===== config.mk =====
export PLATFORM = sky130hd
export DESIGN_NAME = gsq_front
export DESIGN_NICKNAME = d
export VERILOG_FILES = /design/src/rtl/core/gsq_pkg.sv /design/src/rtl/core/gsq_front.sv
export SDC_FILE = /design/constraint.sdc
export NUM_CORES = 1
export LEC_CHECK = 0
export ABC_AREA = 1
export BUFFER_PORTS_ARGS = -buffer_cell sky130_fd_sc_hd__buf_2
export CORE_MARGIN = 2
export CORE_UTILIZATION = 30
export CTS_BUF_LIST = sky130_fd_sc_hd__clkbuf_4 sky130_fd_sc_hd__clkbuf_8
export DETAILED_ROUTE_END_ITERATION = 6
export MAX_ROUTING_LAYER = met4
export SLEW_MARGIN = 20
export SYNTH_ARGS = -nofsm -noshare
export SYNTH_HDL_FRONTEND = slang
export SYNTH_SLANG_ARGS = --single-unit

===== constraint.sdc =====
create_clock -name clk -period 50.3 [get_ports clk]
set_input_delay 12.575 -clock clk [delete_from_list [all_inputs] [get_ports clk]]
set_output_delay 12.575 -clock clk [all_outputs]
set_load 0.02 [all_outputs]

===== src/rtl/core/gsq_pkg.sv =====
// Shared types, constants and the sequencer microcode for the 3x3 Gram-Schmidt QR block.
`default_nettype none
package gsq_pkg;

	localparam int DATA_WIDTH = 40;
	localparam int FRAC_BITS  = 24;

	// internal value: signed, clamped to +-2^62
	localparam int VW = 64;
	localparam int MW = VW - 1;
	localparam int AW = 2 * VW;
	localparam int NW = MW + FRAC_BITS + 1;
	localparam int RW = VW + 2;
	localparam int CW = $clog2(NW + 1);

	localparam int RF_DEPTH = 32;
	localparam int RF_AW    = $clog2(RF_DEPTH);
	localparam int PC_W     = 7;

	typedef logic signed [VW-1:0] val_t;
	typedef logic [RF_AW-1:0] raddr_t;

	localparam val_t ILIM    = {2'b01, {(VW-2){1'b0}}};
	localparam val_t FX_ONE  = {{(VW-FRAC_BITS-1){1'b0}}, 1'b1, {FRAC_BITS{1'b0}}};
	localparam val_t OUT_MAX = {{(VW-DATA_WIDTH+1){1'b0}}, {(DATA_WIDTH-1){1'b1}}};
	localparam val_t OUT_MIN = ~OUT_MAX;

	typedef struct packed {
		logic signed [DATA_WIDTH-1:0] a_r0_c0;
		logic signed [DATA_WIDTH-1:0] a_r1_c0;
		logic signed [DATA_WIDTH-1:0] a_r2_c0;
		logic signed [DATA_WIDTH-1:0] a_r0_c1;
		logic signed [DATA_WIDTH-1:0] a_r1_c1;
		logic signed [DATA_WIDTH-1:0] a_r2_c1;
		logic signed [DATA_WIDTH-1:0] a_r0_c2;
		logic signed [DATA_WIDTH-1:0] a_r1_c2;
		logic signed [DATA_WIDTH-1:0] a_r2_c2;
	} mat_t;

	typedef struct packed {
		logic [1:0]                   column_index;
		logic signed [DATA_WIDTH-1:0] q_row0;
		logic signed [DATA_WIDTH-1:0] q_row1;
		logic signed [DATA_WIDTH-1:0] q_row2;
		logic signed [DATA_WIDTH-1:0] r_row0;
		logic signed [DATA_WIDTH-1:0] r_row1;
		logic signed [DATA_WIDTH-1:0] r_row2;
		logic signed [DATA_WIDTH-1:0] m_row0;
		logic signed [DATA_WIDTH-1:0] m_row1;
		logic signed [DATA_WIDTH-1:0] m_row2;
		logic                         last_column;
	} col_t;

	typedef enum logic [2:0] {
		OP_LDIN,
		OP_LDONE,
		OP_MAC,
		OP_SUB,
		OP_DIV,
		OP_SQRT,
		OP_END
	} op_t;

	typedef enum logic [2:0] {
		SQ_IDLE,
		SQ_FETCH,
		SQ_ISSUE,
		SQ_WAIT
	} seq_state_t;

	typedef struct packed {
		op_t    op;
		raddr_t a;
		raddr_t b;
		raddr_t dst;
		logic   clr;
		logic   wr;
		logic   neg;
	} uop_t;

	typedef struct packed {
		op_t  op;
		logic clr;
		logic neg;
	} arith_req_t;

	// register file map
	localparam raddr_t A_R01 = 5'd18;
	localparam raddr_t A_R02 = 5'd19;
	localparam raddr_t A_R12 = 5'd20;
	localparam raddr_t A_R00 = 5'd21;
	localparam raddr_t A_R11 = 5'd22;
	localparam raddr_t A_R22 = 5'd23;
	localparam raddr_t A_M00 = 5'd24;
	localparam raddr_t A_M11 = 5'd25;
	localparam raddr_t A_M22 = 5'd26;
	localparam raddr_t A_M01 = 5'd27;
	localparam raddr_t A_M12 = 5'd28;
	localparam raddr_t A_M02 = 5'd29;
	localparam raddr_t A_TMP = 5'd30;
	localparam raddr_t A_ONE = 5'd31;
	localparam raddr_t A_NIL = 5'd0;

	// working column vector v, entry i of column k
	function automatic raddr_t av(input int k, input int i);
		return RF_AW'(3 * k + i);
	endfunction

	// Q entry row i column k
	function automatic raddr_t aq(input int i, input int k);
		return RF_AW'(9 + 3 * k + i);
	endfunction

	function automatic uop_t mk(input op_t op, input raddr_t a, input raddr_t b,
			input raddr_t d, input logic clr, input logic wr, input logic neg);
		uop_t u;
		u.op  = op;
		u.a   = a;
		u.b   = b;
		u.dst = d;
		u.clr = clr;
		u.wr  = wr;
		u.neg = neg;
		return u;
	endfunction

	function automatic uop_t uop_rom(input logic [PC_W-1:0] pc);
		uop_t u;
		u = mk(OP_END, A_NIL, A_NIL, A_NIL, 1'b0, 1'b0, 1'b0);
		unique case (pc)
			7'd0, 7'd1, 7'd2, 7'd3, 7'd4, 7'd5, 7'd6, 7'd7, 7'd8:
				u = mk(OP_LDIN, pc[RF_AW-1:0], A_NIL, pc[RF_AW-1:0], 1'b0, 1'b1, 1'b0);
			7'd9:  u = mk(OP_LDONE, A_NIL, A_NIL, A_ONE, 1'b0, 1'b1, 1'b0);
			// column 0
			7'd10: u = mk(OP_MAC, av(0,0), av(0,0), A_NIL, 1'b1, 1'b0, 1'b0);
			7'd11: u = mk(OP_MAC, av(0,1), av(0,1), A_NIL, 1'b0, 1'b0, 1'b0);
			7'd12: u = mk(OP_MAC, av(0,2), av(0,2), A_NIL, 1'b0, 1'b0, 1'b0);
			7'd13: u = mk(OP_SQRT, A_NIL, A_NIL, A_R00, 1'b0, 1'b1, 1'b0);
			7'd14: u = mk(OP_DIV, av(0,0), A_R00, aq(0,0), 1'b0, 1'b1, 1'b0);
			7'd15: u = mk(OP_DIV, av(0,1), A_R00, aq(1,0), 1'b0, 1'b1, 1'b0);
			7'd16: u = mk(OP_DIV, av(0,2), A_R00, aq(2,0), 1'b0, 1'b1, 1'b0);
			// column 1
			7'd17: u = mk(OP_MAC, aq(0,0), av(1,0), A_NIL, 1'b1, 1'b0, 1'b0);
			7'd18: u = mk(OP_MAC, aq(1,0), av(1,1), A_NIL, 1'b0, 1'b0, 1'b0);
			7'd19: u = mk(OP_MAC, aq(2,0), av(1,2), A_R01, 1'b0, 1'b1, 1'b0);
			7'd20: u = mk(OP_MAC, A_R01, aq(0,0), A_TMP, 1'b1, 1'b1, 1'b0);
			7'd21: u = mk(OP_SUB, av(1,0), A_TMP, av(1,0), 1'b0, 1'b1, 1'b0);
			7'd22: u = mk(OP_MAC, A_R01, aq(1,0), A_TMP, 1'b1, 1'b1, 1'b0);
			7'd23: u = mk(OP_SUB, av(1,1), A_TMP, av(1,1), 1'b0, 1'b1, 1'b0);
			7'd24: u = mk(OP_MAC, A_R01, aq(2,0), A_TMP, 1'b1, 1'b1, 1'b0);
			7'd25: u = mk(OP_SUB, av(1,2), A_TMP, av(1,2), 1'b0, 1'b1, 1'b0);
			7'd26: u = mk(OP_MAC, av(1,0), av(1,0), A_NIL, 1'b1, 1'b0, 1'b0);
			7'd27: u = mk(OP_MAC, av(1,1), av(1,1), A_NIL, 1'b0, 1'b0, 1'b0);
			7'd28: u = mk(OP_MAC, av(1,2), av(1,2), A_NIL, 1'b0, 1'b0, 1'b0);
			7'd29: u = mk(OP_SQRT, A_NIL, A_NIL, A_R11, 1'b0, 1'b1, 1'b0);
			7'd30: u = mk(OP_DIV, av(1,0), A_R11, aq(0,1), 1'b0, 1'b1, 1'b0);
			7'd31: u = mk(OP_DIV, av(1,1), A_R11, aq(1,1), 1'b0, 1'b1, 1'b0);
			7'd32: u = mk(OP_DIV, av(1,2), A_R11, aq(2,1), 1'b0, 1'b1, 1'b0);
			// column 2, against Q column 0
			7'd33: u = mk(OP_MAC, aq(0,0), av(2,0), A_NIL, 1'b1, 1'b0, 1'b0);
			7'd34: u = mk(OP_MAC, aq(1,0), av(2,1), A_NIL, 1'b0, 1'b0, 1'b0);
			7'd35: u = mk(OP_MAC, aq(2,0), av(2,2), A_R02, 1'b0, 1'b1, 1'b0);
			7'd36: u = mk(OP_MAC, A_R02, aq(0,0), A_TMP, 1'b1, 1'b1, 1'b0);
			7'd37: u = mk(OP_SUB, av(2,0), A_TMP, av(2,0), 1'b0, 1'b1, 1'b0);
			7'd38: u = mk(OP_MAC, A_R02, aq(1,0), A_TMP, 1'b1, 1'b1, 1'b0);
			7'd39: u = mk(OP_SUB, av(2,1), A_TMP, av(2,1), 1'b0, 1'b1, 1'b0);
			7'd40: u = mk(OP_MAC, A_R02, aq(2,0), A_TMP, 1'b1, 1'b1, 1'b0);
			7'd41: u = mk(OP_SUB, av(2,2), A_TMP, av(2,2), 1'b0, 1'b1, 1'b0);
			// column 2, against Q column 1
			7'd42: u = mk(OP_MAC, aq(0,1), av(2,0), A_NIL, 1'b1, 1'b0, 1'b0);
			7'd43: u = mk(OP_MAC, aq(1,1), av(2,1), A_NIL, 1'b0, 1'b0, 1'b0);
			7'd44: u = mk(OP_MAC, aq(2,1), av(2,2), A_R12, 1'b0, 1'b1, 1'b0);
			7'd45: u = mk(OP_MAC, A_R12, aq(0,1), A_TMP, 1'b1, 1'b1, 1'b0);
			7'd46: u = mk(OP_SUB, av(2,0), A_TMP, av(2,0), 1'b0, 1'b1, 1'b0);
			7'd47: u = mk(OP_MAC, A_R12, aq(1,1), A_TMP, 1'b1, 1'b1, 1'b0);
			7'd48: u = mk(OP_SUB, av(2,1), A_TMP, av(2,1), 1'b0, 1'b1, 1'b0);
			7'd49: u = mk(OP_MAC, A_R12, aq(2,1), A_TMP, 1'b1, 1'b1, 1'b0);
			7'd50: u = mk(OP_SUB, av(2,2), A_TMP, av(2,2), 1'b0, 1'b1, 1'b0);
			7'd51: u = mk(OP_MAC, av(2,0), av(2,0), A_NIL, 1'b1, 1'b0, 1'b0);
			7'd52: u = mk(OP_MAC, av(2,1), av(2,1), A_NIL, 1'b0, 1'b0, 1'b0);
			7'd53: u = mk(OP_MAC, av(2,2), av(2,2), A_NIL, 1'b0, 1'b0, 1'b0);
			7'd54: u = mk(OP_SQRT, A_NIL, A_NIL, A_R22, 1'b0, 1'b1, 1'b0);
			7'd55: u = mk(OP_DIV, av(2,0), A_R22, aq(0,2), 1'b0, 1'b1, 1'b0);
			7'd56: u = mk(OP_DIV, av(2,1), A_R22, aq(1,2), 1'b0, 1'b1, 1'b0);
			7'd57: u = mk(OP_DIV, av(2,2), A_R22, aq(2,2), 1'b0, 1'b1, 1'b0);
			// inverse of R by back-substitution
			7'd58: u = mk(OP_DIV, A_ONE, A_R00, A_M00, 1'b0, 1'b1, 1'b0);
			7'd59: u = mk(OP_DIV, A_ONE, A_R11, A_M11, 1'b0, 1'b1, 1'b0);
			7'd60: u = mk(OP_DIV, A_ONE, A_R22, A_M22, 1'b0, 1'b1, 1'b0);
			7'd61: u = mk(OP_MAC, A_M11, A_R12, A_TMP, 1'b1, 1'b1, 1'b0);
			7'd62: u = mk(OP_MAC, A_TMP, A_M22, A_M12, 1'b1, 1'b1, 1'b1);
			7'd63: u = mk(OP_MAC, A_M00, A_R01, A_TMP, 1'b1, 1'b1, 1'b0);
			7'd64: u = mk(OP_MAC, A_TMP, A_M11, A_M01, 1'b1, 1'b1, 1'b1);
			7'd65: u = mk(OP_MAC, A_R01, A_M12, A_NIL, 1'b1, 1'b0, 1'b0);
			7'd66: u = mk(OP_MAC, A_R02, A_M22, A_TMP, 1'b0, 1'b1, 1'b0);
			7'd67: u = mk(OP_MAC, A_M00, A_TMP, A_M02, 1'b1, 1'b1, 1'b1);
			default: u = mk(OP_END, A_NIL, A_NIL, A_NIL, 1'b0, 1'b0, 1'b0);
		endcase
		return u;
	endfunction

	function automatic val_t ext_in(input logic signed [DATA_WIDTH-1:0] x);
		val_t v;
		v = VW'(x);
		if (v > ILIM)
			v = ILIM;
		if (v < -ILIM)
			v = -ILIM;
		return v;
	endfunction

	function automatic logic signed [DATA_WIDTH-1:0] sat_out(input val_t v);
		val_t s;
		s = v;
		if (s > OUT_MAX)
			s = OUT_MAX;
		if (s < OUT_MIN)
			s = OUT_MIN;
		return s[DATA_WIDTH-1:0];
	endfunction

endpackage
`default_nettype wire


===== src/rtl/core/gsq_front.sv =====
// Input side: accepts matrices and holds them in a two-entry queue for the back end.
`default_nettype none
module gsq_front
	import gsq_pkg::*;
(
	input  wire logic clk,
	input  wire logic arst_n,
	input  wire logic mat_valid,
	output logic      mat_ready,
	input  wire mat_t mat,
	output logic      head_valid,
	output mat_t      head,
	input  wire logic pop
);

	mat_t       ent_q [2];
	logic       wp_q;
	logic       rp_q;
	logic [1:0] cnt_q;
	logic       push;

	assign mat_ready  = (cnt_q != 2'd2);
	assign push       = mat_valid && mat_ready;
	assign head_valid = (cnt_q != 2'd0);
	assign head       = ent_q[rp_q];

	always_ff @(posedge clk or negedge arst_n) begin
		if (!arst_n) begin
			wp_q  <= 1'b0;
			rp_q  <= 1'b0;
			cnt_q <= 2'd0;
		end else begin
			if (push)
				wp_q <= ~wp_q;
			if (pop)
				rp_q <= ~rp_q;
			case ({push, pop})
				2'b10:   cnt_q <= cnt_q + 2'd1;
				2'b01:   cnt_q <= cnt_q - 2'd1;
				default: cnt_q <= cnt_q;
			endcase
		end
	end

	always_ff @(posedge clk) begin
		if (push)
			ent_q[wp_q] <= mat;
	end

endmodule
`default_nettype wire


# [After elaboration in Yosys (flattened, before gate mapping)]
# Memory sizes are Yosys's and may differ from the RTL's.
# Cells that the tools add are included.
[totals] reg_bits=4 out_inout_bits=362 mem_count=1 word_cells=17 ram_bits=720
[op_classes] n_reduce_logical=3 n_mux=3 n_addsub=2 eq_ne=3 bitwise=2
[memory_table] name="ent_q" depth=2 word_bits=360 rd=1 rd_clocked_by_memory_dff=0 write_ports=1 line_no="gsq_front.sv:16" rtl="mat_t ent_q [2];"
[op_table] operator="2-bit one-hot mux with 2 select lines" count=1
[op_table] operator="2-bit nonzero test" count=2
[op_table] operator="2-bit by 1-bit adder with 2-bit output (second input constant)" count=1
[op_table] operator="2-bit by 1-bit == test with 1-bit output (second input constant)" count=1
[op_table] operator="2-bit == test (second input constant)" count=1
[op_table] operator="1-bit two-way mux" count=2
[op_table] operator="2-bit inequality test (second input constant)" count=1
[op_table] operator="1-bit NOT" count=2
[op_table] operator="2-bit by 1-bit subtractor with 2-bit output (second input constant)" count=1
[op_table] operator="1-bit logical AND" count=1

# [Logic depth before layout (Yosys ltp)]
[depth] depth_word=4 depth_mapped=9 depth_no_buf=9

# [Worst setup path after synthesis]
# No wires, ideal clock.
[synth_timing] kind="input to register" start="in mat_valid" end="mem ent_q[1][0] (netlist bit) (enable)" t_required_ns=49.209 stages=2 arrival_time_ns=27.594 setup_slack_ns=21.615 path_buffers=0 path_cell_list="nand2_1 nor2_1"
[synth_via] elab_chain_len=3
[synth_rtl] item="from (decl)" line_no="gsq_front.sv:8" rtl="input wire logic mat_valid,"
[synth_rtl] item="1-bit logical AND" line_no="gsq_front.sv:23" rtl="assign push = mat_valid && mat_ready;"
[synth_rtl] item="1-bit two-way mux" line_no="gsq_front.sv:46" rtl="if (push)"
[synth_rtl] item="1-bit two-way mux (not written as such)" line_no="gsq_front.sv:47" rtl="ent_q[wp_q] <= mat;"
[synth_rtl] item="to (decl)" line_no="gsq_front.sv:16"
# No other way between the ends.

==> impl_metrics.yaml <==
global_route:
  grt_pass1_vias: 15900
  grt_max_degree: 239
  busiest_layer: "met2"
  antenna_found_initial: 27
  globalRouteOverflowTotal: 0
  grt_pass1_wl_um: 93500
  use_met2_pct: 22.7
  grt_use_met3_pct: 7.19
  groute.usage.overall_pct: 13.8
  met1_usage_pct: 14.1
power_and_ir_drop:
  clkPwrFrac_pct: 23.5
  total_leakage_power_nw: 14.2
  pwr-share-seq_pct: 42.1
  p_switching_w: 0.000770
  p_total_w: 0.00204
  intPower_w: 0.00127
  p_comb_share_pct: 34.4
  power.density_nw_per_um2: 60.3
  p_sw_share_pct: 37.7
  ir_drop_v: 0.0000394
synth:
  synthCells: 1905
  ys_ff_latch: 724
  syn_area_per_cell_um2: 14.2
  synth_nets: 2270
  yosysWarningCount: 0
  yosysUniqueCellTypes: 17
  mappedNetlistArea_um2: 27000
  ys_seq_area_share_pct: 80.5
timing:
  finalMaxSlewViolations: 0
  fmax_mhz: 55.1
  rsz0062_at_grt: "no"
  finalSetupTns_ns: 0
  worstMarginPinSlew_ns: 1.22
  worst_hold_slack_ns: 0.509
  fin_skew_ns: 0.0241
  relSlewSlack_pct: 18.4
  timing_hold_violations_final: 0
  period_minus_slack_ns: 18.15
  finalCritPeriodShare_pct: 36.1
  setup_viol: 0
die:
  die_x_um: 304
  row_count: 109
  die_height_um: 304
  io_pins: 726
  start_util_pct: 30.4
  core_area_um2: 88800
  dieArea_um2: 92300
finish:
  final_common_cell: "buf_2"
  fin_cells: 3954
  utilization_pct: 38.1
  regArea_um2: 21700
  drive_gt1_share_pct: 33.3
  final_cell_mix: "buf_2 (725), edfxtp_1 (720), nand2_1 (367), inv_1 (365), o21ai_0 (182)"
  multi_input_area_um2: 3250
  n_fill_cell: 8573
  finish.net_count: 3046
  area_growth_pct: 25.4
cts:
  cts_resized: 0
  cts_made_buffers: 115
  cts.sinks: 724
  clk_pin_slew_ns: 0.06
  htreeDepth: 3
  hold_buffers: 0
  clk_latency_ns: 0.72
  cts_tree: "built"
  clock_path_buffers: 3
  cts_root_buf: "clkbuf_8"
  post-cts-setup-buffers: 0
outcome:
  outcome: "finished, final reports clean"
setup_path:
  r2r_setup_slack_ns: 45.87
  reg2reg_to: "ent_q[0][192]"
  endpoint: "head[38]"
  critPathArrivalTime_ns: 5.57
  crit_start: "rp_q"
  critPathMaxFanout: 114
  worst-r2r-cell-count: 7
  r2r_start: "cnt_q[0]"
  cp-start-kind: "flop"
  setup.worst_path.class: "reg -> out"
  cp-end-kind: "primary output"
  crit_required_ns: 37.72
drt:
  wl_per_cell_um: 16.1
  drt-initial-drc-count: 979
  first_pass_iters: 5
  vias_per_cell: 4.17
  drc: 0
  num_vias: 16500
  drtAntennaViolNets: 0
  routed_wl_um: 63500
run:
  cap_violations: 0
placement:
  place_congestion: 0.809
  hpwl_um: 43800
  place_inst: 3729
  port-buffer-count: 725
min_path:
  hp-class: "reg -> reg"
-- worst max-delay path: stages (launching register included) --
cell and delay (ns):
dfrtp_4 0.86, buf_4 0.88, buf_4 0.76, buf_4 0.84
buf_4 0.79, nand2_1 0.13, o21ai_1 0.15, buf_2 0.20
-- how the worst min path moves through the flow --
stage | start | end | cells past startpoint
after detailed placement | cnt_q[0] | cnt_q[0] | 1
final | cnt_q[0] | cnt_q[0] | 1
after CTS | cnt_q[0] | cnt_q[0] | 1
after global placement | cnt_q[1] | cnt_q[1] | 2
after global routing | cnt_q[0] | cnt_q[0] | 1
after floorplan | cnt_q[1] | cnt_q[1] | 2
-- registers in the layout (all words and copies together), names as in the netlist --
register / count
cnt_q: 2
wp_q: 1
ent_q: 720
rp_q: 1
-- power by group through the flow --
stage	sequential, W	combinational (W)	clock (W)
after floorplan	0.000949	0.000479	0
final	0.000859	0.000703	0.000479
after detailed placement	0.000872	0.000715	0
after CTS	0.000860	0.000717	0.000497
after global routing	0.000872	0.000769	0.000521
after global placement	0.000870	0.000710	0
-- logic make-up (layout without fill, tap and decap cells) --
| group | Yosys count | after routing | share of synthesized area (%) |
|---|---|---|---|
| AOI/OAI and AO/OA | 361 | 361 | 6.70 |
| buffers and inverters | 445 | 1307 | 7.49 |
| and+or+nand+nor | 372 | 372 | 5.19 |
| other | 0 | 22 | 0 |
| DFF | 724 | 724 | 80.5 |
| adders and majority gates | 1 | 1 | 0.0464 |
| xor gates and xnor gates | 2 | 2 | 0.0649 |
-- synthesized netlist by cell type (all sizes together) --
cell,count,area [um^2]
a21oi,1,5.00
buf,77,638
clkbuf,3,11.3
dfrtp,4,100
edfxtp,720,21600
ha,1,12.5
inv,365,1370
nand2,367,1380
nand3,1,5.00
nand4,1,6.26
nor2,3,11.3
o21ai,360,1800
xnor2,1,8.76
xor2,1,8.76
-- area by class of cell --
class	instances	area share, %
tap	1165	4.31
sequential	724	64.2
clock inverter	34	0.625
antenna	22	0.163
timing repair buffer	739	11.1
clock buffer	169	5.89
inverter	365	4.05
multi-input combinational	736	9.61
-- through the flow --
stage          area (um^2)  setup slack, ns
3_3_place_gp         31600            33.03
4_1_cts              33800            32.01
3_5_place_dp         31600            32.92
6_report             33800            32.15
5_1_grt              33800            31.54
2_1_floorplan        27000            21.61
-- per-layer routing --
layer | up-vias | wire, um
met2 | 670 | 30900
li1 | 8051 | -
met1 | 7619 | 23600
met5 | - | 0
met3 | 137 | 7350
met4 | 0 | 1620
Note: power is estimated with default switching activity, not from simulation.
