**src/rtl/core/gsq_pkg.sv**
```systemverilog
// Shared types, constants and the sequencer microcode for the 3x3 Gram-Schmidt QR block.
`default_nettype none
package gsq_pkg;

	localparam int DATA_WIDTH = 40;
	localparam int FRAC_BITS  = 24;

	// internal value: signed, clamped to +-2^62
	localparam int VW = 64;
	localparam int MW = VW - 1;
	localparam int AW = 2 * VW;
	localparam int NW = MW + FRAC_BITS + 1;
	localparam int RW = VW + 2;
	localparam int CW = $clog2(NW + 1);

	localparam int RF_DEPTH = 32;
	localparam int RF_AW    = $clog2(RF_DEPTH);
	localparam int PC_W     = 7;

	typedef logic signed [VW-1:0] val_t;
	typedef logic [RF_AW-1:0] raddr_t;

	localparam val_t ILIM    = {2'b01, {(VW-2){1'b0}}};
	localparam val_t FX_ONE  = {{(VW-FRAC_BITS-1){1'b0}}, 1'b1, {FRAC_BITS{1'b0}}};
	localparam val_t OUT_MAX = {{(VW-DATA_WIDTH+1){1'b0}}, {(DATA_WIDTH-1){1'b1}}};
	localparam val_t OUT_MIN = ~OUT_MAX;

	typedef struct packed {
		logic signed [DATA_WIDTH-1:0] a_r0_c0;
		logic signed [DATA_WIDTH-1:0] a_r1_c0;
		logic signed [DATA_WIDTH-1:0] a_r2_c0;
		logic signed [DATA_WIDTH-1:0] a_r0_c1;
		logic signed [DATA_WIDTH-1:0] a_r1_c1;
		logic signed [DATA_WIDTH-1:0] a_r2_c1;
		logic signed [DATA_WIDTH-1:0] a_r0_c2;
		logic signed [DATA_WIDTH-1:0] a_r1_c2;
		logic signed [DATA_WIDTH-1:0] a_r2_c2;
	} mat_t;

	typedef struct packed {
		logic [1:0]                   column_index;
		logic signed [DATA_WIDTH-1:0] q_row0;
		logic signed [DATA_WIDTH-1:0] q_row1;
		logic signed [DATA_WIDTH-1:0] q_row2;
		logic signed [DATA_WIDTH-1:0] r_row0;
		logic signed [DATA_WIDTH-1:0] r_row1;
		logic signed [DATA_WIDTH-1:0] r_row2;
		logic signed [DATA_WIDTH-1:0] m_row0;
		logic signed [DATA_WIDTH-1:0] m_row1;
		logic signed [DATA_WIDTH-1:0] m_row2;
		logic                         last_column;
	} col_t;

	typedef enum logic [2:0] {
		OP_LDIN,
		OP_LDONE,
		OP_MAC,
		OP_SUB,
		OP_DIV,
		OP_SQRT,
		OP_END
	} op_t;

	typedef enum logic [2:0] {
		SQ_IDLE,
		SQ_FETCH,
		SQ_ISSUE,
		SQ_WAIT
	} seq_state_t;

	typedef struct packed {
		op_t    op;
		raddr_t a;
		raddr_t b;
		raddr_t dst;
		logic   clr;
		logic   wr;
		logic   neg;
	} uop_t;

	typedef struct packed {
		op_t  op;
		logic clr;
		logic neg;
	} arith_req_t;

	// register file map
	localparam raddr_t A_R01 = 5'd18;
	localparam raddr_t A_R02 = 5'd19;
	localparam raddr_t A_R12 = 5'd20;
	localparam raddr_t A_R00 = 5'd21;
	localparam raddr_t A_R11 = 5'd22;
	localparam raddr_t A_R22 = 5'd23;
	localparam raddr_t A_M00 = 5'd24;
	localparam raddr_t A_M11 = 5'd25;
	localparam raddr_t A_M22 = 5'd26;
	localparam raddr_t A_M01 = 5'd27;
	localparam raddr_t A_M12 = 5'd28;
	localparam raddr_t A_M02 = 5'd29;
	localparam raddr_t A_TMP = 5'd30;
	localparam raddr_t A_ONE = 5'd31;
	localparam raddr_t A_NIL = 5'd0;

	// working column vector v, entry i of column k
	function automatic raddr_t av(input int k, input int i);
		return RF_AW'(3 * k + i);
	endfunction

	// Q entry row i column k
	function automatic raddr_t aq(input int i, input int k);
		return RF_AW'(9 + 3 * k + i);
	endfunction

	function automatic uop_t mk(input op_t op, input raddr_t a, input raddr_t b,
			input raddr_t d, input logic clr, input logic wr, input logic neg);
		uop_t u;
		u.op  = op;
		u.a   = a;
		u.b   = b;
		u.dst = d;
		u.clr = clr;
		u.wr  = wr;
		u.neg = neg;
		return u;
	endfunction

	function automatic uop_t uop_rom(input logic [PC_W-1:0] pc);
		uop_t u;
		u = mk(OP_END, A_NIL, A_NIL, A_NIL, 1'b0, 1'b0, 1'b0);
		unique case (pc)
			7'd0, 7'd1, 7'd2, 7'd3, 7'd4, 7'd5, 7'd6, 7'd7, 7'd8:
				u = mk(OP_LDIN, pc[RF_AW-1:0], A_NIL, pc[RF_AW-1:0], 1'b0, 1'b1, 1'b0);
			7'd9:  u = mk(OP_LDONE, A_NIL, A_NIL, A_ONE, 1'b0, 1'b1, 1'b0);
			// column 0
			7'd10: u = mk(OP_MAC, av(0,0), av(0,0), A_NIL, 1'b1, 1'b0, 1'b0);
			7'd11: u = mk(OP_MAC, av(0,1), av(0,1), A_NIL, 1'b0, 1'b0, 1'b0);
			7'd12: u = mk(OP_MAC, av(0,2), av(0,2), A_NIL, 1'b0, 1'b0, 1'b0);
			7'd13: u = mk(OP_SQRT, A_NIL, A_NIL, A_R00, 1'b0, 1'b1, 1'b0);
			7'd14: u = mk(OP_DIV, av(0,0), A_R00, aq(0,0), 1'b0, 1'b1, 1'b0);
			7'd15: u = mk(OP_DIV, av(0,1), A_R00, aq(1,0), 1'b0, 1'b1, 1'b0);
			7'd16: u = mk(OP_DIV, av(0,2), A_R00, aq(2,0), 1'b0, 1'b1, 1'b0);
			// column 1
			7'd17: u = mk(OP_MAC, aq(0,0), av(1,0), A_NIL, 1'b1, 1'b0, 1'b0);
			7'd18: u = mk(OP_MAC, aq(1,0), av(1,1), A_NIL, 1'b0, 1'b0, 1'b0);
			7'd19: u = mk(OP_MAC, aq(2,0), av(1,2), A_R01, 1'b0, 1'b1, 1'b0);
			7'd20: u = mk(OP_MAC, A_R01, aq(0,0), A_TMP, 1'b1, 1'b1, 1'b0);
			7'd21: u = mk(OP_SUB, av(1,0), A_TMP, av(1,0), 1'b0, 1'b1, 1'b0);
			7'd22: u = mk(OP_MAC, A_R01, aq(1,0), A_TMP, 1'b1, 1'b1, 1'b0);
			7'd23: u = mk(OP_SUB, av(1,1), A_TMP, av(1,1), 1'b0, 1'b1, 1'b0);
			7'd24: u = mk(OP_MAC, A_R01, aq(2,0), A_TMP, 1'b1, 1'b1, 1'b0);
			7'd25: u = mk(OP_SUB, av(1,2), A_TMP, av(1,2), 1'b0, 1'b1, 1'b0);
			7'd26: u = mk(OP_MAC, av(1,0), av(1,0), A_NIL, 1'b1, 1'b0, 1'b0);
			7'd27: u = mk(OP_MAC, av(1,1), av(1,1), A_NIL, 1'b0, 1'b0, 1'b0);
			7'd28: u = mk(OP_MAC, av(1,2), av(1,2), A_NIL, 1'b0, 1'b0, 1'b0);
			7'd29: u = mk(OP_SQRT, A_NIL, A_NIL, A_R11, 1'b0, 1'b1, 1'b0);
			7'd30: u = mk(OP_DIV, av(1,0), A_R11, aq(0,1), 1'b0, 1'b1, 1'b0);
			7'd31: u = mk(OP_DIV, av(1,1), A_R11, aq(1,1), 1'b0, 1'b1, 1'b0);
			7'd32: u = mk(OP_DIV, av(1,2), A_R11, aq(2,1), 1'b0, 1'b1, 1'b0);
			// column 2, against Q column 0
			7'd33: u = mk(OP_MAC, aq(0,0), av(2,0), A_NIL, 1'b1, 1'b0, 1'b0);
			7'd34: u = mk(OP_MAC, aq(1,0), av(2,1), A_NIL, 1'b0, 1'b0, 1'b0);
			7'd35: u = mk(OP_MAC, aq(2,0), av(2,2), A_R02, 1'b0, 1'b1, 1'b0);
			7'd36: u = mk(OP_MAC, A_R02, aq(0,0), A_TMP, 1'b1, 1'b1, 1'b0);
			7'd37: u = mk(OP_SUB, av(2,0), A_TMP, av(2,0), 1'b0, 1'b1, 1'b0);
			7'd38: u = mk(OP_MAC, A_R02, aq(1,0), A_TMP, 1'b1, 1'b1, 1'b0);
			7'd39: u = mk(OP_SUB, av(2,1), A_TMP, av(2,1), 1'b0, 1'b1, 1'b0);
			7'd40: u = mk(OP_MAC, A_R02, aq(2,0), A_TMP, 1'b1, 1'b1, 1'b0);
			7'd41: u = mk(OP_SUB, av(2,2), A_TMP, av(2,2), 1'b0, 1'b1, 1'b0);
			// column 2, against Q column 1
			7'd42: u = mk(OP_MAC, aq(0,1), av(2,0), A_NIL, 1'b1, 1'b0, 1'b0);
			7'd43: u = mk(OP_MAC, aq(1,1), av(2,1), A_NIL, 1'b0, 1'b0, 1'b0);
			7'd44: u = mk(OP_MAC, aq(2,1), av(2,2), A_R12, 1'b0, 1'b1, 1'b0);
			7'd45: u = mk(OP_MAC, A_R12, aq(0,1), A_TMP, 1'b1, 1'b1, 1'b0);
			7'd46: u = mk(OP_SUB, av(2,0), A_TMP, av(2,0), 1'b0, 1'b1, 1'b0);
			7'd47: u = mk(OP_MAC, A_R12, aq(1,1), A_TMP, 1'b1, 1'b1, 1'b0);
			7'd48: u = mk(OP_SUB, av(2,1), A_TMP, av(2,1), 1'b0, 1'b1, 1'b0);
			7'd49: u = mk(OP_MAC, A_R12, aq(2,1), A_TMP, 1'b1, 1'b1, 1'b0);
			7'd50: u = mk(OP_SUB, av(2,2), A_TMP, av(2,2), 1'b0, 1'b1, 1'b0);
			7'd51: u = mk(OP_MAC, av(2,0), av(2,0), A_NIL, 1'b1, 1'b0, 1'b0);
			7'd52: u = mk(OP_MAC, av(2,1), av(2,1), A_NIL, 1'b0, 1'b0, 1'b0);
			7'd53: u = mk(OP_MAC, av(2,2), av(2,2), A_NIL, 1'b0, 1'b0, 1'b0);
			7'd54: u = mk(OP_SQRT, A_NIL, A_NIL, A_R22, 1'b0, 1'b1, 1'b0);
			7'd55: u = mk(OP_DIV, av(2,0), A_R22, aq(0,2), 1'b0, 1'b1, 1'b0);
			7'd56: u = mk(OP_DIV, av(2,1), A_R22, aq(1,2), 1'b0, 1'b1, 1'b0);
			7'd57: u = mk(OP_DIV, av(2,2), A_R22, aq(2,2), 1'b0, 1'b1, 1'b0);
			// inverse of R by back-substitution
			7'd58: u = mk(OP_DIV, A_ONE, A_R00, A_M00, 1'b0, 1'b1, 1'b0);
			7'd59: u = mk(OP_DIV, A_ONE, A_R11, A_M11, 1'b0, 1'b1, 1'b0);
			7'd60: u = mk(OP_DIV, A_ONE, A_R22, A_M22, 1'b0, 1'b1, 1'b0);
			7'd61: u = mk(OP_MAC, A_M11, A_R12, A_TMP, 1'b1, 1'b1, 1'b0);
			7'd62: u = mk(OP_MAC, A_TMP, A_M22, A_M12, 1'b1, 1'b1, 1'b1);
			7'd63: u = mk(OP_MAC, A_M00, A_R01, A_TMP, 1'b1, 1'b1, 1'b0);
			7'd64: u = mk(OP_MAC, A_TMP, A_M11, A_M01, 1'b1, 1'b1, 1'b1);
			7'd65: u = mk(OP_MAC, A_R01, A_M12, A_NIL, 1'b1, 1'b0, 1'b0);
			7'd66: u = mk(OP_MAC, A_R02, A_M22, A_TMP, 1'b0, 1'b1, 1'b0);
			7'd67: u = mk(OP_MAC, A_M00, A_TMP, A_M02, 1'b1, 1'b1, 1'b1);
			default: u = mk(OP_END, A_NIL, A_NIL, A_NIL, 1'b0, 1'b0, 1'b0);
		endcase
		return u;
	endfunction

	function automatic val_t ext_in(input logic signed [DATA_WIDTH-1:0] x);
		val_t v;
		v = VW'(x);
		if (v > ILIM)
			v = ILIM;
		if (v < -ILIM)
			v = -ILIM;
		return v;
	endfunction

	function automatic logic signed [DATA_WIDTH-1:0] sat_out(input val_t v);
		val_t s;
		s = v;
		if (s > OUT_MAX)
			s = OUT_MAX;
		if (s < OUT_MIN)
			s = OUT_MIN;
		return s[DATA_WIDTH-1:0];
	endfunction

endpackage
`default_nettype wire

```
**src/rtl/core/gsq_out.sv**
```systemverilog
// Result buffer: holds the three column transactions of one matrix and drains them in order.
`default_nettype none
module gsq_out
	import gsq_pkg::*;
(
	input  wire logic clk,
	input  wire logic arst_n,
	input  wire logic load,
	input  wire col_t c0,
	input  wire col_t c1,
	input  wire col_t c2,
	output logic      empty,
	output logic      col_valid,
	input  wire logic col_ready,
	output col_t      col
);

	col_t       buf_q [3];
	logic [1:0] cnt_q;
	logic       take;

	assign empty     = (cnt_q == 2'd0);
	assign col_valid = !empty;
	assign col       = buf_q[0];
	assign take      = col_valid && col_ready;

	always_ff @(posedge clk or negedge arst_n) begin
		if (!arst_n)
			cnt_q <= 2'd0;
		else if (load)
			cnt_q <= 2'd3;
		else if (take)
			cnt_q <= cnt_q - 2'd1;
	end

	// advance the queue on every taken transaction
	always_ff @(posedge clk) begin
		if (load) begin
			buf_q[0] <= c0;
			buf_q[1] <= c1;
			buf_q[2] <= c2;
		end else if (take) begin
			buf_q[0] <= buf_q[1];
			buf_q[1] <= buf_q[2];
		end
	end

endmodule
`default_nettype wire

```
**config.mk**
```make
export PLATFORM = sky130hd
export DESIGN_NAME = gsq_out
export DESIGN_NICKNAME = d
export VERILOG_FILES = /design/src/rtl/core/gsq_pkg.sv /design/src/rtl/core/gsq_out.sv
export SDC_FILE = /design/constraint.sdc
export NUM_CORES = 1
export LEC_CHECK = 0
export ABC_AREA = 1
export BUFFER_PORTS_ARGS = -buffer_cell sky130_fd_sc_hd__buf_2
export CORE_AREA = 4 4 559 561
export CTS_BUF_LIST = sky130_fd_sc_hd__clkbuf_4 sky130_fd_sc_hd__clkbuf_8
export DETAILED_ROUTE_END_ITERATION = 8
export DIE_AREA = 0 0 563 565
export REMOVE_ABC_BUFFERS = 1
export SLEW_MARGIN = 20
export SYNTH_ARGS = -nofsm -noshare
export SYNTH_HDL_FRONTEND = slang
export SYNTH_SLANG_ARGS = --single-unit
export TNS_END_PERCENT = 5
```
**constraint.sdc**
```tcl
create_clock -name clk -period 34.6 [get_ports clk]
set_clock_uncertainty 0.1 [all_clocks]
set_input_delay 8.65 -clock clk [delete_from_list [all_inputs] [get_ports clk]]
set_output_delay 8.65 -clock clk [all_outputs]
set_load 0.02 [all_outputs]
```
[After elaboration in Yosys (flattened, before gate mapping)]
Memory sizes are Yosys's and may differ from the RTL's.
Index checks and enable logic that the tools add are counted.
Storage, ports and cells
  register bits: 2
  RAM bits: 1089
  logic and storage cells: 18
  memories: 1
Memory list
  buf_q: depth 3, bits a word 363, read ports 3, clocked after memory_dff 0, wr ports 3, RTL line gsq_out.sv:18  | col_t buf_q [3];
Cells by class
  add/subtract/negate cells: 1
  mux-type cells: 9
  bitwise gates (word level): 2
  reductions and logical operators: 4
Operator list (count)
  363-bit two-way mux: 2
  1-bit two-way mux: 5
  2-bit two-way mux: 2
  2-bit zero test: 1
  1-bit bitwise OR: 2
  2-bit nonzero test: 1
  2-bit by 1-bit subtractor with 2-bit output, second input constant: 1
  1-bit logical AND: 1
  1-bit zero test: 1

[Longest topological paths before layout]
  depth after elaboration: 7
  gate-level depth with buffers: 9

[Least setup slack after synthesis]
Ideal clock, no wire load.
  path kind: input -> register
  start point: input col_ready
  end point: memory buf_q[0][0] (netlist name) (enable)
  setup time: 5.072 ns
  arrival: 20.745 ns
  required time: 29.428 ns
  slack: 8.683 ns
  stages: 4
  path buffers: 2
  cell sequence: buf_4 -> buf_2 -> nand2_1 -> nand2_1
RTL lines
  start, declared: RTL line gsq_out.sv:14  | input wire logic col_ready,
  end, declared: RTL line gsq_out.sv:18

==> results.md <==
- The flow ran to the end, and the final reports show no timing, DRC or antenna violations.
- The startpoint identified for the worst register-to-register timing path is cnt_q[0].
- The combined global-route utilization of all metal layers is 14.2%.
- The total overflow left after global routing is 0.
- The area of the core is 0.308 mm^2.
- The worst setup path is launched from an input pin.
- The post-detailed-route wirelength per cell is 25.9 um.
- Routability-driven placement finished with a final weighted congestion of 0.957.
- The layout overhead on the synthesized area is 27.4%.
- In this run the cell area of the synthesized design comes to 0.0470 mm^2.
- Synthesis handed over a netlist of 3970 instances.
- The worst path uses 41.9% of the clock period.
- The post-place setup slack is 19.15 ns.
- The internal power of the cells totals 2450 uW.
- For this design the static power due to leakage is 0.0254 uW.
- The final critical path time including I/O delays and setup is 14.48 ns.
- The clock reaches the later pin of the worst-skew pair after 0.96 ns.
- In the final layout, the multi-input gates occupy 0.0101 mm^2.
- Port buffering added 1457 buffers.
- The global-route wire length before repair is 308000 um.
- The worst-case clock buffer depth is 4.
- The initial utilization of the core area, before any placement, comes to 15.3%.
- The worst hold slack after final layout is 0.428 ns.
- Across the run, the number of max-cap violations was 0.
- After synthesis the netlist holds a flip-flop and latch count of 1091.
- The count of nets left with antenna violations once routing finished came out at 0.
- Summing all flip-flop and latch instances after layout gives 0.0328 mm^2.
- CTS built an H-tree with a depth of 4.
- The layout net count is 6099.
- Data on the critical path is required at its endpoint by 35.01 ns.
- In this run the power density over the cells is 59.1 mW/mm^2.
- Setup slack closes at 20.12 ns.
- Measured along the y axis, the die boundary spans 565 um.
- The number of global-route vias before repair is 34600.
- The per-instance average area after synthesis is 11.8 um^2.
- The total chip power is 3540 uW.
- The number of antenna violations at the first check in global routing was 193.
- The worst register-to-register path ends at buf_q[0][244].
- Net switching is 30.7% of the power.
- The hold violation total from the final report was 0.
- Combinational logic is responsible for 15.9% of the overall power.
- Entering global routing, the biggest net connects 156 pins.
- The initial DRC count is 3671.
- The largest vdd supply drop is 0.0372 mV.
- The final-report setup violation count is 0.
- The number of remaining DRC errors is 0.
- Wires add up to 241000 um.
- The switching component of the power is 1090 uW.
- The routed via count is 36300.
- The timing endpoint of the critical path is buf_q[0][244].
- The number of setup buffers added after CTS is 0.
- After detailed routing, the number of vias per cell comes to 3.89.
- The first TritonRoute pass finished after 6 iterations.
- The achievable clock frequency is 69.0 MHz.
- The sequential cell area fraction in the yosys report is 69.7%.
- Headroom to the max-slew limit came out at 27.7%.
- The number of hold-repair buffers added at the cts stage is 0.
- Summing all placed instances gives a cell area of 0.0558 mm^2.
- The most critical setup path has its startpoint at load.
- The path type of the worst setup path is input pin to register.
- The number of cells upsized or downsized after cts is 0.
- In this run, distinct cell masters in the synthesized netlist total 13.
- The min-delay analysis places its worst path in the category register to register.
- Setup repair after global routing left no endpoint under its margin.
- The total half-perimeter wirelength after legalization and detailed placement is 189000 um.
- The synthesis warning total is 0.
- The setup slack of the most critical reg-to-reg path is 27.01 ns.
- 1458 I/O pins were placed.
- The number of buffers inserted during clock tree synthesis is 204.
- The total non-filler cell area in the finished layout is 0.0599 mm^2.
- The number of cell instances on the worst register-to-register path is 11.
- The layout has 33800 filler cells.
- The max-slew violation count is 0.
- The total negative slack is 0 ns.
- The slew at the pin with the worst max-slew slack is 1.08 ns.
- The full die area is 0.318 mm^2.
- The critical path capture point type is a register.
- In this run the worst path has a maximum fanout of 76.
- The clock drives 1091 sinks.
- Row generation in the floorplan step produced 204 rows.
- The clock transition time at the flip-flop clock pins of the worst setup and hold paths is 0.06 ns.
- The tree is rooted in a sky130_fd_sc_hd__clkbuf_8.
- The clock network accounts for 36.0% of the total power.
- Data arrives at the worst endpoint at 14.89 ns.
- The overall die width is 563 um.
- The fraction of final layout cells with drive strength greater than 1 is 35.3%.
- TritonCTS built the clock tree.
- In this run, flip-flops and latches consume 48.0% of the power.
-- state kept, by name, summed over array words and instances (netlist names) --
| name | cells |
|---|---|
| cnt_q | 2 |
| buf_q | 1089 |
-- logic make-up after synthesis --
| family | count (synthesis) | share of synthesized area, % |
|---|---|---|
| AND/OR/NAND/NOR | 2189 | 21.4 |
| flip-flops | 1091 | 69.7 |
| adder cells (fa/ha/maj) | 1 | 0.0266 |
| buffers and inverters | 689 | 8.96 |
-- per-layer routing --
metal | track usage, % | routed length [um] | vias up
met2 | 21.1 | 103000 | 2226
met4 | 4.16 | 8020 | 162
met1 | 16.7 | 90400 | 17200
met5 | 0 | 1020 | -
li1 | - | - | 16100
met3 | 9.29 | 39000 | 595
-- synthesized netlist by cell type --
library cell,n,area (um^2)
sky130_fd_sc_hd__buf_1,27,101
sky130_fd_sc_hd__buf_2,191,956
sky130_fd_sc_hd__buf_4,370,2780
sky130_fd_sc_hd__clkbuf_1,97,364
sky130_fd_sc_hd__dfrtp_1,2,50.1
sky130_fd_sc_hd__edfxtp_1,1089,32700
sky130_fd_sc_hd__ha_1,1,12.5
sky130_fd_sc_hd__inv_1,3,11.3
sky130_fd_sc_hd__inv_2,1,3.75
sky130_fd_sc_hd__nand2_1,1460,5480
sky130_fd_sc_hd__nand3_1,2,10.0
sky130_fd_sc_hd__nand3_2,1,10.0
sky130_fd_sc_hd__nand4_1,726,4540
-- worst min-delay path by stage --
stage	from	endpoint	slack, ns	depth (start not counted)
6_report	buf_q[0][522]	buf_q[0][159]	0.43	2
2_1_floorplan	cnt_q[1]	cnt_q[1]	0.38	2
3_3_place_gp	buf_q[1][121]	buf_q[0][484]	0.45	2
3_5_place_dp	buf_q[1][79]	buf_q[0][442]	0.45	2
5_1_grt	buf_q[0][522]	buf_q[0][159]	0.44	2
4_1_cts	buf_q[1][359]	buf_q[0][722]	0.39	2
-- through the flow --
stage,util (%),cells
after floorplan,-,3285
after global placement,18.1,8919
after detailed placement,18.1,8919
after CTS,19.4,9283
after global routing,19.4,9298
final,19.5,9326
-- area by class of cell --
class | count | share of cell area (%)
Sequential cell | 1091 | 54.7
Multi-Input combinational cell | 2190 | 16.8
Timing Repair Buffer | 1514 | 13.0
Tap cell | 4120 | 8.61
Clock buffer | 254 | 5.34
Clock inverter | 110 | 1.31
Antenna cell | 43 | 0.180
Inverter | 4 | 0.0501
-- cell usage in the layout (no fill, tap or decap), types with 3 or more instances in the layout --
cell type,count
sky130_fd_sc_hd__inv_8,3
sky130_fd_sc_hd__buf_12,4
sky130_fd_sc_hd__inv_12,4
sky130_fd_sc_hd__diode_2,43
sky130_fd_sc_hd__clkbuf_8,206
sky130_fd_sc_hd__buf_4,53
sky130_fd_sc_hd__edfxtp_1,1089
sky130_fd_sc_hd__clkinvlp_4,9
sky130_fd_sc_hd__nand4_1,726
sky130_fd_sc_hd__buf_2,1455
sky130_fd_sc_hd__clkinv_2,23
sky130_fd_sc_hd__nand2_1,1459
sky130_fd_sc_hd__clkbuf_4,48
sky130_fd_sc_hd__clkinv_1,60
sky130_fd_sc_hd__bufinv_16,7
-- power by group through the flow --
stage	Sequential, uW	Combinational [uW]	Clock, uW
finish	1700	564	1270
global route	1710	609	1380
CTS	1700	573	1320
detailed placement	1730	571	0
global placement	1730	569	0
floorplan	1840	220	0
-- worst max-delay path: stages --
cell	delay, ns
sky130_fd_sc_hd__buf_8	0.29
sky130_fd_sc_hd__inv_8	0.12
sky130_fd_sc_hd__nand2_4	0.66
sky130_fd_sc_hd__buf_4	0.80
sky130_fd_sc_hd__buf_4	0.68
sky130_fd_sc_hd__buf_4	0.76
sky130_fd_sc_hd__buf_4	0.78
sky130_fd_sc_hd__buf_4	0.71
sky130_fd_sc_hd__buf_4	0.91
Note: power is estimated with default switching activity, not from simulation.
